==> src/sv/sll_pkg.sv <==
// Shared types for the static linked list engine: port words, request and
// status codes, controller states and the controller/datapath command set.
// Depends on nothing.
package sll_pkg;

  localparam int POS_W  = 7;
  localparam int SLOT_W = 6;

  typedef enum logic [1:0] {
    REQ_INSERT = 2'd0,
    REQ_DELETE = 2'd1,
    REQ_SEARCH = 2'd2,
    REQ_SUBST  = 2'd3
  } req_t;

  typedef enum logic [1:0] {
    STS_OK       = 2'd0,
    STS_NOTFOUND = 2'd1,
    STS_FULL     = 2'd2,
    STS_BADPOS   = 2'd3
  } status_t;

  typedef struct packed {
    logic [1:0]        req_type;
    logic signed [31:0] key_value;
    logic signed [31:0] new_value;
    logic [POS_W-1:0]  position;
  } in_word_t;

  typedef struct packed {
    logic [1:0]        status;
    logic [SLOT_W-1:0] slot;
  } out_word_t;

  typedef enum logic [3:0] {
    ST_CLEAR, ST_IDLE,
    ST_I_RD, ST_I_CHK, ST_I_FREE, ST_I_NN, ST_I_AT, ST_I_W0, ST_I_W1, ST_I_W2,
    ST_W_HEAD, ST_W_CHK, ST_W_CMP,
    ST_D_W0, ST_D_W1, ST_D_W2
  } state_t;

  // link memory read address
  typedef enum logic [2:0] {
    RD_NONE, RD_HEAD, RD_AT, RD_CUR, RD_FREE, RD_Q
  } rd_sel_t;

  // register updates from the link read data
  typedef enum logic [2:0] {
    U_NONE, U_AT, U_NN, U_TMP, U_CUR, U_ADV
  } upd_t;

  // link memory write: address and data
  typedef enum logic [2:0] {
    W_NONE, W_CLR, W_FREE_TMP, W_NN_TMP, W_AT_NN, W_PREV_TMP, W_CUR_Q, W_FREE_CUR
  } wr_sel_t;

  typedef enum logic [1:0] {
    V_NONE, V_NN, V_CUR
  } vwr_t;

  typedef enum logic [1:0] {
    SLOT_ZERO, SLOT_NN, SLOT_CUR
  } slot_sel_t;

  typedef struct packed {
    logic      ld_in;
    rd_sel_t   rd_sel;
    upd_t      upd;
    wr_sel_t   wr_sel;
    vwr_t      vwr;
    logic      done;
    status_t   status;
    slot_sel_t slot_sel;
  } cmd_t;

  typedef struct packed {
    logic clr_last;
    logic q_zero;
    logic ins_more;
    logic ins_over;
    logic walk_end;
    logic key_hit;
    req_t req;
  } sts_t;

endpackage

==> src/sv/sll_ctrl.sv <==
// Controller for the static linked list engine: sequences the clearing
// pass, list walks and pointer rewrites. Depends on sll_pkg.
module sll_ctrl import sll_pkg::*; (
  input  logic     clk,
  input  logic     rst_n,
  input  logic     start,
  input  in_word_t in_word,
  input  sts_t     sts,
  output cmd_t     cmd,
  output logic     busy
);

  state_t state_r, state_nxt;

  always_ff @(posedge clk) begin
    if (!rst_n) begin
      state_r <= ST_CLEAR;
    end else begin
      state_r <= state_nxt;
    end
  end

  always_comb begin
    state_nxt = state_r;
    cmd       = '0;
    unique case (state_r)
      ST_CLEAR: begin
        cmd.wr_sel = W_CLR;
        if (sts.clr_last) begin
          state_nxt = ST_IDLE;
        end
      end
      ST_IDLE: begin
        if (start) begin
          cmd.ld_in = 1'b1;
          if (req_t'(in_word.req_type) == REQ_INSERT) begin
            if (in_word.position == '0) begin
              cmd.done   = 1'b1;
              cmd.status = STS_BADPOS;
            end else if (in_word.position == POS_W'(1)) begin
              state_nxt = ST_I_FREE;
            end else begin
              state_nxt = ST_I_RD;
            end
          end else begin
            cmd.rd_sel = RD_HEAD;
            state_nxt  = ST_W_HEAD;
          end
        end
      end
      ST_I_RD: begin
        cmd.rd_sel = RD_AT;
        state_nxt  = ST_I_CHK;
      end
      ST_I_CHK: begin
        if (sts.q_zero || sts.ins_over) begin
          cmd.done   = 1'b1;
          cmd.status = STS_BADPOS;
          state_nxt  = ST_IDLE;
        end else begin
          cmd.upd   = U_AT;
          state_nxt = sts.ins_more ? ST_I_RD : ST_I_FREE;
        end
      end
      ST_I_FREE: begin
        cmd.rd_sel = RD_FREE;
        state_nxt  = ST_I_NN;
      end
      ST_I_NN: begin
        if (sts.q_zero) begin
          cmd.done   = 1'b1;
          cmd.status = STS_FULL;
          state_nxt  = ST_IDLE;
        end else begin
          // take the free head and fetch its successor
          cmd.upd    = U_NN;
          cmd.rd_sel = RD_Q;
          state_nxt  = ST_I_AT;
        end
      end
      ST_I_AT: begin
        cmd.upd    = U_TMP;
        cmd.rd_sel = RD_AT;
        state_nxt  = ST_I_W0;
      end
      ST_I_W0: begin
        cmd.wr_sel = W_FREE_TMP;
        cmd.upd    = U_TMP;
        cmd.vwr    = V_NN;
        state_nxt  = ST_I_W1;
      end
      ST_I_W1: begin
        cmd.wr_sel = W_NN_TMP;
        state_nxt  = ST_I_W2;
      end
      ST_I_W2: begin
        cmd.wr_sel   = W_AT_NN;
        cmd.done     = 1'b1;
        cmd.status   = STS_OK;
        cmd.slot_sel = SLOT_NN;
        state_nxt    = ST_IDLE;
      end
      ST_W_HEAD: begin
        cmd.upd   = U_CUR;
        state_nxt = ST_W_CHK;
      end
      ST_W_CHK: begin
        if (sts.walk_end) begin
          cmd.done   = 1'b1;
          cmd.status = STS_NOTFOUND;
          state_nxt  = ST_IDLE;
        end else begin
          cmd.rd_sel = RD_CUR;
          state_nxt  = ST_W_CMP;
        end
      end
      ST_W_CMP: begin
        if (sts.key_hit) begin
          unique case (sts.req)
            REQ_SEARCH: begin
              cmd.done     = 1'b1;
              cmd.status   = STS_OK;
              cmd.slot_sel = SLOT_CUR;
              state_nxt    = ST_IDLE;
            end
            REQ_SUBST: begin
              cmd.vwr      = V_CUR;
              cmd.done     = 1'b1;
              cmd.status   = STS_OK;
              cmd.slot_sel = SLOT_CUR;
              state_nxt    = ST_IDLE;
            end
            REQ_DELETE: begin
              cmd.upd   = U_TMP;
              state_nxt = ST_D_W0;
            end
            REQ_INSERT: begin
              state_nxt = ST_IDLE;
            end
          endcase
        end else begin
          cmd.upd   = U_ADV;
          state_nxt = ST_W_CHK;
        end
      end
      ST_D_W0: begin
        // unlink the hit node and fetch the free head
        cmd.wr_sel = W_PREV_TMP;
        cmd.rd_sel = RD_FREE;
        state_nxt  = ST_D_W1;
      end
      ST_D_W1: begin
        cmd.wr_sel = W_CUR_Q;
        state_nxt  = ST_D_W2;
      end
      ST_D_W2: begin
        cmd.wr_sel   = W_FREE_CUR;
        cmd.done     = 1'b1;
        cmd.status   = STS_OK;
        cmd.slot_sel = SLOT_CUR;
        state_nxt    = ST_IDLE;
      end
    endcase
  end

  assign busy = (state_r != ST_IDLE);

endmodule

==> src/sv/sll_dpath.sv <==
// Datapath for the static linked list engine: link and value memories,
// walk pointers, step counter and the result register. Depends on sll_pkg.
module sll_dpath import sll_pkg::*; #(
  parameter int NODES = 64
) (
  input  logic      clk,
  input  logic      rst_n,
  input  in_word_t  in_word,
  input  cmd_t      cmd,
  output sts_t      sts,
  output logic      out_valid,
  output out_word_t out_word
);

  localparam int LW = $clog2(NODES);
  localparam int CW = (LW + 1 > POS_W) ? LW + 1 : POS_W;

  logic [LW-1:0] link_mem [NODES];
  logic [31:0]   val_mem  [NODES];

  in_word_t      req_r;
  logic [LW-1:0] at_r, nn_r, cur_r, prev_r, tmp_r, link_q_r, clr_r;
  logic [CW-1:0] cnt_r;
  logic [31:0]   val_q_r;
  logic          out_valid_r;
  out_word_t     out_word_r;

  logic [LW-1:0] rd_addr, wr_addr, wr_data, clr_val, vwr_addr, slot_src;
  logic          wr_en;
  logic [CW:0]   cnt_inc, pos_ext;
  logic [LW+SLOT_W-1:0] slot_ext;

  // reset image of the link store: free chain 0 -> 2 -> ... -> last, head empty
  always_comb begin
    if (clr_r == '0) begin
      clr_val = LW'(2);
    end else if (clr_r == LW'(1) || clr_r == LW'(NODES - 1)) begin
      clr_val = '0;
    end else begin
      clr_val = clr_r + LW'(1);
    end
  end

  always_comb begin
    unique case (cmd.rd_sel)
      RD_NONE: rd_addr = '0;
      RD_HEAD: rd_addr = LW'(1);
      RD_AT:   rd_addr = at_r;
      RD_CUR:  rd_addr = cur_r;
      RD_FREE: rd_addr = '0;
      RD_Q:    rd_addr = link_q_r;
      default: rd_addr = '0;
    endcase
  end

  always_comb begin
    wr_en   = 1'b1;
    wr_addr = '0;
    wr_data = '0;
    unique case (cmd.wr_sel)
      W_NONE:     wr_en = 1'b0;
      W_CLR:      begin wr_addr = clr_r;  wr_data = clr_val;  end
      W_FREE_TMP: begin wr_addr = '0;     wr_data = tmp_r;    end
      W_NN_TMP:   begin wr_addr = nn_r;   wr_data = tmp_r;    end
      W_AT_NN:    begin wr_addr = at_r;   wr_data = nn_r;     end
      W_PREV_TMP: begin wr_addr = prev_r; wr_data = tmp_r;    end
      W_CUR_Q:    begin wr_addr = cur_r;  wr_data = link_q_r; end
      W_FREE_CUR: begin wr_addr = '0;     wr_data = cur_r;    end
    endcase
  end

  always_ff @(posedge clk) begin
    if (wr_en) begin
      link_mem[wr_addr] <= wr_data;
    end
    if (cmd.rd_sel != RD_NONE) begin
      link_q_r <= link_mem[rd_addr];
    end
  end

  assign vwr_addr = (cmd.vwr == V_NN) ? nn_r : cur_r;

  always_ff @(posedge clk) begin
    if (cmd.vwr != V_NONE) begin
      val_mem[vwr_addr] <= req_r.new_value;
    end
    val_q_r <= val_mem[cur_r];
  end

  always_ff @(posedge clk) begin
    if (cmd.ld_in) begin
      req_r  <= in_word;
      at_r   <= LW'(1);
      prev_r <= LW'(1);
      cnt_r  <= (req_t'(in_word.req_type) == REQ_INSERT) ? CW'(1) : '0;
    end
    unique case (cmd.upd)
      U_NONE: ;
      U_AT: begin
        at_r  <= link_q_r;
        cnt_r <= cnt_r + CW'(1);
      end
      U_NN:  nn_r  <= link_q_r;
      U_TMP: tmp_r <= link_q_r;
      U_CUR: cur_r <= link_q_r;
      U_ADV: begin
        prev_r <= cur_r;
        cur_r  <= link_q_r;
        cnt_r  <= cnt_r + CW'(1);
      end
      default: ;
    endcase
  end

  always_ff @(posedge clk) begin
    if (!rst_n) begin
      clr_r       <= '0;
      out_valid_r <= 1'b0;
    end else begin
      out_valid_r <= cmd.done;
      if (cmd.wr_sel == W_CLR) begin
        clr_r <= clr_r + LW'(1);
      end
    end
  end

  always_comb begin
    unique case (cmd.slot_sel)
      SLOT_NN:  slot_src = nn_r;
      SLOT_CUR: slot_src = cur_r;
      default:  slot_src = '0;
    endcase
  end

  assign slot_ext = {{SLOT_W{1'b0}}, slot_src};

  always_ff @(posedge clk) begin
    if (cmd.done) begin
      out_word_r.status <= cmd.status;
      out_word_r.slot   <= slot_ext[SLOT_W-1:0];
    end
  end

  assign cnt_inc = {1'b0, cnt_r} + (CW + 1)'(1);
  assign pos_ext = (CW + 1)'(req_r.position);

  always_comb begin
    sts.clr_last = (clr_r == LW'(NODES - 1));
    sts.q_zero   = (link_q_r == '0);
    sts.ins_more = (cnt_inc < pos_ext);
    sts.ins_over = (cnt_r > CW'(NODES));
    sts.walk_end = (cur_r == '0) || (cnt_r >= CW'(NODES));
    sts.key_hit  = (val_q_r == $unsigned(req_r.key_value));
    sts.req      = req_t'(req_r.req_type);
  end

  assign out_valid = out_valid_r;
  assign out_word  = out_word_r;

endmodule

==> src/sv/static_linked_list_engine.sv <==
// Channel   | Ports                     | Handshake
// ----------+---------------------------+----------------------------------------
// request   | start, busy, in_word      | word taken when start && !busy
// result    | out_valid, out_word       | one-cycle strobe, cannot be held off
//
// Reset clears the FSM, then a clearing pass rebuilds the link store with
// busy high. Link reads are registered, so each list step takes a read
// state and a check state. An insert walks to its position before it takes
// a free node; search, substitute and delete walk from the head, and a
// 64-node store holds 62 data nodes. busy falls in the cycle the result
// strobes; the receiver never stalls.
// Top level of the static linked list engine; depends on sll_pkg, sll_ctrl
// and sll_dpath.
module static_linked_list_engine import sll_pkg::*; #(
  parameter int NODES = 64
) (
  input  logic      clk,
  input  logic      rst_n,
  input  logic      start,
  input  in_word_t  in_word,
  output logic      busy,
  output logic      out_valid,
  output out_word_t out_word
);

  cmd_t cmd;
  sts_t sts;

  sll_ctrl u_ctrl (
    .clk     (clk),
    .rst_n   (rst_n),
    .start   (start),
    .in_word (in_word),
    .sts     (sts),
    .cmd     (cmd),
    .busy    (busy)
  );

  sll_dpath #(.NODES(NODES)) u_dpath (
    .clk       (clk),
    .rst_n     (rst_n),
    .in_word   (in_word),
    .cmd       (cmd),
    .sts       (sts),
    .out_valid (out_valid),
    .out_word  (out_word)
  );

endmodule

==> config.mk <==
export PLATFORM = sky130hd
export DESIGN_NAME = static_linked_list_engine
export DESIGN_NICKNAME = d
export VERILOG_FILES = /design/src/sv/sll_pkg.sv /design/src/sv/sll_ctrl.sv /design/src/sv/sll_dpath.sv /design/src/sv/static_linked_list_engine.sv
export SDC_FILE = /design/constraint.sdc
export NUM_CORES = 2
export LEC_CHECK = 0
export BUFFER_PORTS_ARGS = -buffer_cell sky130_fd_sc_hd__buf_2
export CAP_MARGIN = 30
export CORE_ASPECT_RATIO = 1.4
export CORE_MARGIN = 5
export CORE_UTILIZATION = 55
export DETAILED_ROUTE_END_ITERATION = 16
export PLACE_DENSITY = 0.76
export SLEW_MARGIN = 20
export SYNTH_ARGS = -nofsm -noshare
export SYNTH_HDL_FRONTEND = slang
export SYNTH_SLANG_ARGS = --single-unit
==> constraint.sdc <==
create_clock -name clk -period 4.9 [get_ports clk]
set_clock_uncertainty 0.05 [all_clocks]
set_input_delay 0.735 -clock clk [delete_from_list [all_inputs] [get_ports clk]]
set_output_delay 0.735 -clock clk [all_outputs]
set_load 0.005 [all_outputs]
## After elaboration in Yosys (flattened, before gate mapping)

Memories as Yosys holds them, arrays and structs flattened. A register that Yosys moved wholly into a read port is not among the register bits.
Index checks and enable logic that the tools add are counted.

- $add $sub $neg: 3
- Multipliers: 0
- Div/mod/pow operators: 0
- Magnitude comparators: 3
- Eq/ne operators: 45
- Shift operators: 0
- Mux-type cells: 51
- Bitwise gates (word level): 0
- Reductions and logical operators: 26

Operator list:

| cell | number |
|---|---|
| 4-bit one-hot mux with 15 select lines | 1 |
| 6-bit one-hot mux with 5 select lines | 2 |
| 6-bit 2-to-1 mux | 7 |
| 32-bit equality test | 1 |
| 4-bit equality test, second input constant | 8 |
| 4-bit 2-to-1 mux | 8 |
| 3-bit 2-to-1 mux | 10 |
| 3-bit one-hot mux with 5 select lines | 2 |
| 6-bit one-hot mux with 4 select lines | 1 |
| 3-bit equality test, second input constant | 7 |
| 7-bit 2-to-1 mux | 3 |
| 3-bit one-hot mux with 7 select lines | 1 |
| 3-bit by 2-bit equality test with 1-bit output, second input constant | 6 |
| 6-bit logical NOT | 3 |
| 3-bit one-hot mux with 6 select lines | 1 |
| 4-bit by 3-bit equality test with 1-bit output, second input constant | 4 |
| 2-bit OR reduction | 7 |
| 6-bit one-hot mux with 2 select lines | 1 |
| 3-bit by 1-bit equality test with 1-bit output, second input constant | 3 |
| 7-bit by 1-bit adder with 8-bit output, second input constant | 1 |
| 4-bit by 2-bit equality test with 1-bit output, second input constant | 2 |
| 8-bit by 7-bit < comparator with 1-bit output | 1 |
| 4-bit one-hot mux with 2 select lines | 1 |
| 2-bit nonzero test | 4 |
| 26 further kinds | 43 |

- Flip-flop bits (word level): 129
- Latch bits: 0
- Memory bits (writable): 2,432
- ROM bits: 0
- Input bits: 76
- Memories: 2

Memories:

| name | depth | bits a word | rd ports | clocked after memory_dff | wr ports | RTL line | source |
|---|---|---|---|---|---|---|---|
| u_dpath.val_mem | 64 | 32 | 1 | 1 | 1 | sll_dpath.sv:19 | `logic [31:0] val_mem [NODES];` |
| u_dpath.link_mem | 64 | 6 | 1 | 1 | 1 | sll_dpath.sv:18 | `logic [LW-1:0] link_mem [NODES];` |

## Depth between registers and ports, before layout

- Word-level depth: 8
- Depth in mapped cells: 13

## By module

Synthesis repeated with hierarchy kept, for this count alone.

- Cells, all modules: 5,005
- Area total of the unflattened synthesis: 101,164.5 um^2

Modules (own cells, without submodules):

| module | instances | cells each | area each (um^2) | seq. area each (um^2) |
|---|---|---|---|---|
| sll_dpath | 1 | 4,892 | 100,465.1 | 77,534.4 |
| sll_ctrl | 1 | 113 | 699.4 | 80.1 |

## Least setup slack after synthesis

Ideal clock, no wire load.

- Path type: register to register
- Start point: register u_dpath.req_r[55] (netlist bit)
- End point: memory u_dpath.val_mem[17][0], enable pin
- Library setup time: 0.468 ns
- Arrival time: 4.379 ns
- Setup slack: 0.003 ns
- Cell stages (with the launch flop): 9
- Buffers on the path: 0
- Period minus slack after synthesis: 4.897 ns
- Cells stage by stage: edfxtp_1 > xor2_1 > nor4_1 > nand4_1 > nor2_1 > nand3_1 > o21ai_1 > nand4_1 > nor3b_1

- Longest elaborated chain between the ends: 6
- Elaborated cells between the ends (all ways): 8
- Those cells by class: eq/ne: 2; mux: 5; reduce/logical: 1

Ends and longest elaborated chain:

| what | RTL line | source |
|---|---|---|
| from (decl) | sll_dpath.sv:21 | `in_word_t req_r;` |
| from (signal assigned) | sll_dpath.sv:92 | `req_r <= in_word;` |
| 32-bit equality test (*) | sll_dpath.sv:153 | `sts.key_hit = (val_q_r == $unsigned(req_r.key_value));` |
| 7-bit 2-to-1 mux (*) | sll_ctrl.sv:118 | `if (sts.key_hit) begin` |
| 2-bit one-hot mux with 2 select lines (*) | sll_ctrl.sv:26 | `unique case (state_r)` |
| 2-bit nonzero test | sll_dpath.sv:84 | `if (cmd.vwr != V_NONE) begin` |
| 1-bit 2-to-1 mux | sll_dpath.sv:84 |  |
| 1-bit 2-to-1 mux (implied by the code) | sll_dpath.sv:85 | `val_mem[vwr_addr] <= req_r.new_value;` |
| to (decl) | sll_dpath.sv:19 |  |

Mark *: on every way between the ends. The rest lies on a longest branch, timed or not.

## Worst setup path after layout

- Start point: register u_ctrl.state_r[1]
- End point: register u_dpath.link_q_r[2] (read register of u_dpath.link_mem) (data pin)

- Longest elaborated chain between the ends: 5
- Elaborated cells between the ends (all ways): 16
- Those cells by class: eq/ne: 11; mux: 2; reduce/logical: 3

Ends and longest elaborated chain:

| what | RTL line | source |
|---|---|---|
| from (decl) | sll_ctrl.sv:13 | `state_t state_r, state_nxt;` |
| from (signal assigned) | sll_ctrl.sv:19 | `state_r <= state_nxt;` |
| 4-bit by 3-bit equality test with 1-bit output, or another cell as far along | sll_ctrl.sv:26 |  |
| 2-bit OR reduction (no source line) | -- |  |
| 3-bit one-hot mux with 5 select lines (*) | sll_ctrl.sv:26 |  |
| 3-bit equality test, or another cell as far along | sll_dpath.sv:45 | `unique case (cmd.rd_sel)` |
| 6-bit one-hot mux with 4 select lines | sll_dpath.sv:45 |  |
| to (decl) | sll_dpath.sv:22 | `logic [LW-1:0] at_r, nn_r, cur_r, prev_r, tmp_r, link_q_r, clr_r;` |

Marks and branches as above.
A chain may end at the register's enable or synchronous reset.

==> run metrics <==
fin worst setup slack 0.416 ns; RR Endpoint u_dpath.link_q_r[2]$_DFFE_PP_; total gr overflow 0; Std-Cell Rows 185; Horiz. Die Dim 371 microns; synth warn 0; post-route insts no fill 7643; Detailed Route WL 260000 microns; P per Cell Area 373 nW/um^2; Setup violations, final 0; Synth top area share 76.5%; WP data arrival 5.06 ns; design area 114000 sq um; placed cell area 106000 sq um; Mapped Cells 4677; critical path peak fanout 58; drc violations 0; syn_area_per_cell 21.5 sq um; first-pass GRT wire length 374000 microns; Root Driver clkbuf_16; I/O Pins 86; DRT Pass-1 Iters 9; HP Class in -> reg; outcome complete, no violations; Yosys cell types 75; CTS buffer count 217; flops & latches, synth 2599; RSZ-0062 raised after global routing false; Synth area leaders edfxtp_1, mux4_2, mux2i_1; Slowest-stage cell, CP dfxtp_1; period utilization 91.5%; Post-Syn Area 100000 sq um; Tot GR Track Use 27.4%; fmax 223 MHz; Slew @ Worst Pin 1.04 ns; crit path cell chain and4b_1 > o21ai_2 > nand2_4 > buf_4 > buf_16 > nand2_1 > a22oi_1 > a2111oi_0 > a31oi_1 > a32o_1; Seq/Total Area, Yosys 77.3%; dpl cells 7169; Critical Path RT 5.48 ns; leakage power 35.8 nW; # Max-Cap Violations 0; vias per cell 6.69; Net Count, Synth 4766; post-place setup slack 0.608 ns; post-synth top area cell edfxtp_1; htree depth 4; hold path depth 1; clock-pin slew on the worst setup and hold paths 0.07 ns; crit path to u_dpath.link_q_r[2]$_DFFE_PP_; Final nets 5112; worst reg-to-reg setup slack 0.42 ns; dominant synthesized flop cell edfxtp_1; die area 191000 sq um; Core ar. 181000 sq um; slowest cell delay on critical path 0.94 ns; number of global-route vias before repair 52254; DR iter-0 viols 7165; post-CTS sizing 0; max_slew headroom 29.7%; Vias 51102; CP Launch Type flip-flop; Net Sw Frac 19.1%; pin count of the biggest net entering global routing 121; clock latency on the worst-skew pair 0.86 ns; IO buf count 85; P_sw 0.00810 W; CP startpoint u_ctrl.state_r[1]$_SDFFE_PN0P_; crit path time final 4.48 ns; final hold violation count 0; ANT nets after route 0; Clock Power Share 42.4%; initial antenna violation count 24; Logic pwr share 0.6%; Crit Path Class reg -> reg; WL per Instance 34.0 microns; cts hold-fix bufs 64; fraction of layout cells with a size suffix above 1 26.6%; initial core utilization 55.3%; number of synthesized flops with an enable pin 2556; CTS tree built; Area Overhead vs Synth 13.2%; Post-synth ARST share 0%; Clock Path Buffers 3; Die Height 515 microns; Placer Congestion 0.911; CP Capture Type flip-flop; Pint 0.0343 W; DP HPWL 145000 microns; number of max-slew violations in the final report 0; CTS sink cnt 2599; total negative slack 0 ns; Flop pwr share 57.0%; Setup Buffers After CTS 0; worst r2r path cells 10; R2R Path Start u_ctrl.state_r[1]$_SDFFE_PN0P_; VDD IR-drop max 0.384 mV
## flip-flops by register name, indices dropped and copies added, names as in the netlist
| signal | count |
|---|---|
| u_ctrl.state_r | 4 |
| u_dpath.at_r | 6 |
| u_dpath.clr_r | 6 |
| u_dpath.cnt_r | 7 |
| u_dpath.cur_r | 6 |
| u_dpath.link_mem | 384 |
| u_dpath.link_q_r | 6 |
| u_dpath.nn_r | 6 |
| u_dpath.out_valid | 1 |
| u_dpath.out_word | 8 |
| u_dpath.pos_ext | 7 |
| u_dpath.prev_r | 6 |
| u_dpath.req_r | 64 |
| u_dpath.sts | 2 |
| u_dpath.tmp_r | 6 |
| u_dpath.val_mem | 2048 |
| u_dpath.val_q_r | 32 |
## power groups by stage
stage / registers [W] / clock network [W] / logic (W)
after floorplan: 0.0246 / 0 / 0.000100
after global placement: 0.0246 / 0 / 0.000217
after detailed placement: 0.0246 / 0 / 0.000223
after CTS: 0.0241 / 0.0181 / 0.000267
after global routing: 0.0241 / 0.0191 / 0.000286
final: 0.0241 / 0.0180 / 0.000273
## Yosys cell counts, types with 18 or more instances
master / number
mux4_2: 645
mux2i_1: 111
and3_1: 25
clkbuf_1: 86
edfxtp_1: 2556
nor3_1: 25
nor2b_1: 18
buf_2: 97
buf_1: 50
nand2_1: 249
a211oi_1: 38
inv_1: 24
a22oi_1: 26
xor2_1: 36
o21ai_0: 28
a31oi_1: 18
nor4_1: 18
dfxtp_1: 43
nand3_1: 88
nor2_1: 163
a21oi_1: 91
## layout make-up
cell class                 instances  area, sq um
clock buffer                     274         5810
timing repair buffer             374         3450
antenna                            5         12.5
clock inverter                   129         1540
multi-input combinational       1807        22000
tap                             2431         3040
inverter                          24         97.6
sequential                      2599        77600
fill                           11651        67900
## through the flow
stage          hold WS (ns)  utilization, %  power (W)
4_1_cts              0.0124            62.6     0.0425
5_1_grt              0.0339            62.6     0.0435
6_report             0.0606            62.6     0.0424
3_5_place_dp          0.515            58.2     0.0248
3_3_place_gp          0.485            58.2     0.0248
2_1_floorplan         0.435               -     0.0247
## cells by family after synthesis
| group | share of synthesized area (%) |
|---|---|
| flip-flops | 77.3 |
| XOR/XNOR | 0.401 |
| AO/OA/AOI/OAI | 2.13 |
| adder cells (fa/ha/maj) | 0.162 |
| multiplexers | 15.7 |
| AND/OR/NAND/NOR | 3.04 |
| buffers and inverters | 1.20 |
## worst min path at each step
stage                               endpoint                           from
2_1_floorplan  u_dpath.clr_r[1]$_SDFFE_PN0N_  u_dpath.clr_r[1]$_SDFFE_PN0N_
3_3_place_gp   u_dpath.clr_r[1]$_SDFFE_PN0N_  u_dpath.clr_r[1]$_SDFFE_PN0N_
3_5_place_dp   u_dpath.clr_r[1]$_SDFFE_PN0N_  u_dpath.clr_r[1]$_SDFFE_PN0N_
4_1_cts         u_dpath.pos_ext[6]$_DFFE_PP_                     in_word[6]
5_1_grt         u_dpath.pos_ext[6]$_DFFE_PP_                     in_word[6]
6_report        u_dpath.pos_ext[6]$_DFFE_PP_                     in_word[6]
## layout by cell type, fill, tap and decap left out, types with 18 or more instances in the layout
| cell type | netlist | routed |
|---|---|---|
| edfxtp_1 | 2556 | 2556 |
| mux4_2 | 645 | 645 |
| nand2_1 | 249 | 247 |
| clkbuf_16 | 0 | 221 |
| buf_4 | 10 | 170 |
| mux2i_1 | 111 | 111 |
| nor2_1 | 163 | 104 |
| a21oi_1 | 91 | 90 |
| nand3_1 | 88 | 88 |
| buf_2 | 97 | 85 |
| dlygate4sd3_1 | 0 | 64 |
| nor2_4 | 0 | 59 |
| buf_12 | 0 | 53 |
| clkbuf_1 | 86 | 45 |
| dfxtp_1 | 43 | 43 |
| clkinv_2 | 0 | 39 |
| a211oi_1 | 38 | 38 |
| xor2_1 | 36 | 36 |
| clkinv_1 | 0 | 35 |
| bufinv_16 | 0 | 31 |
| o21ai_0 | 28 | 28 |
| a22oi_1 | 26 | 26 |
| and3_1 | 25 | 25 |
| inv_1 | 24 | 22 |
| nor3_1 | 25 | 21 |
| nor4_1 | 18 | 18 |
| nor2b_1 | 18 | 18 |
| a31oi_1 | 18 | 18 |
## layer usage
| layer | global-route usage [%] | share of wire, % | up-vias |
|---|---|---|---|
| met3 | 5.16 | 9.5 | 716 |
| li1 | - | - | 20193 |
| met5 | 0 | 0.037 | - |
| met1 | 35.0 | 34 | 26603 |
| met2 | 46.5 | 51 | 3576 |
| met4 | 11.9 | 5.1 | 14 |
## critical path, delay by kind of cell (launching register included)
kind            cells  cell delay [ns]
compound gates      5             2.05
buf+inv             2             0.60
flops               1             0.94
simple gates        3             0.58
(Power assumes the default switching activity.)
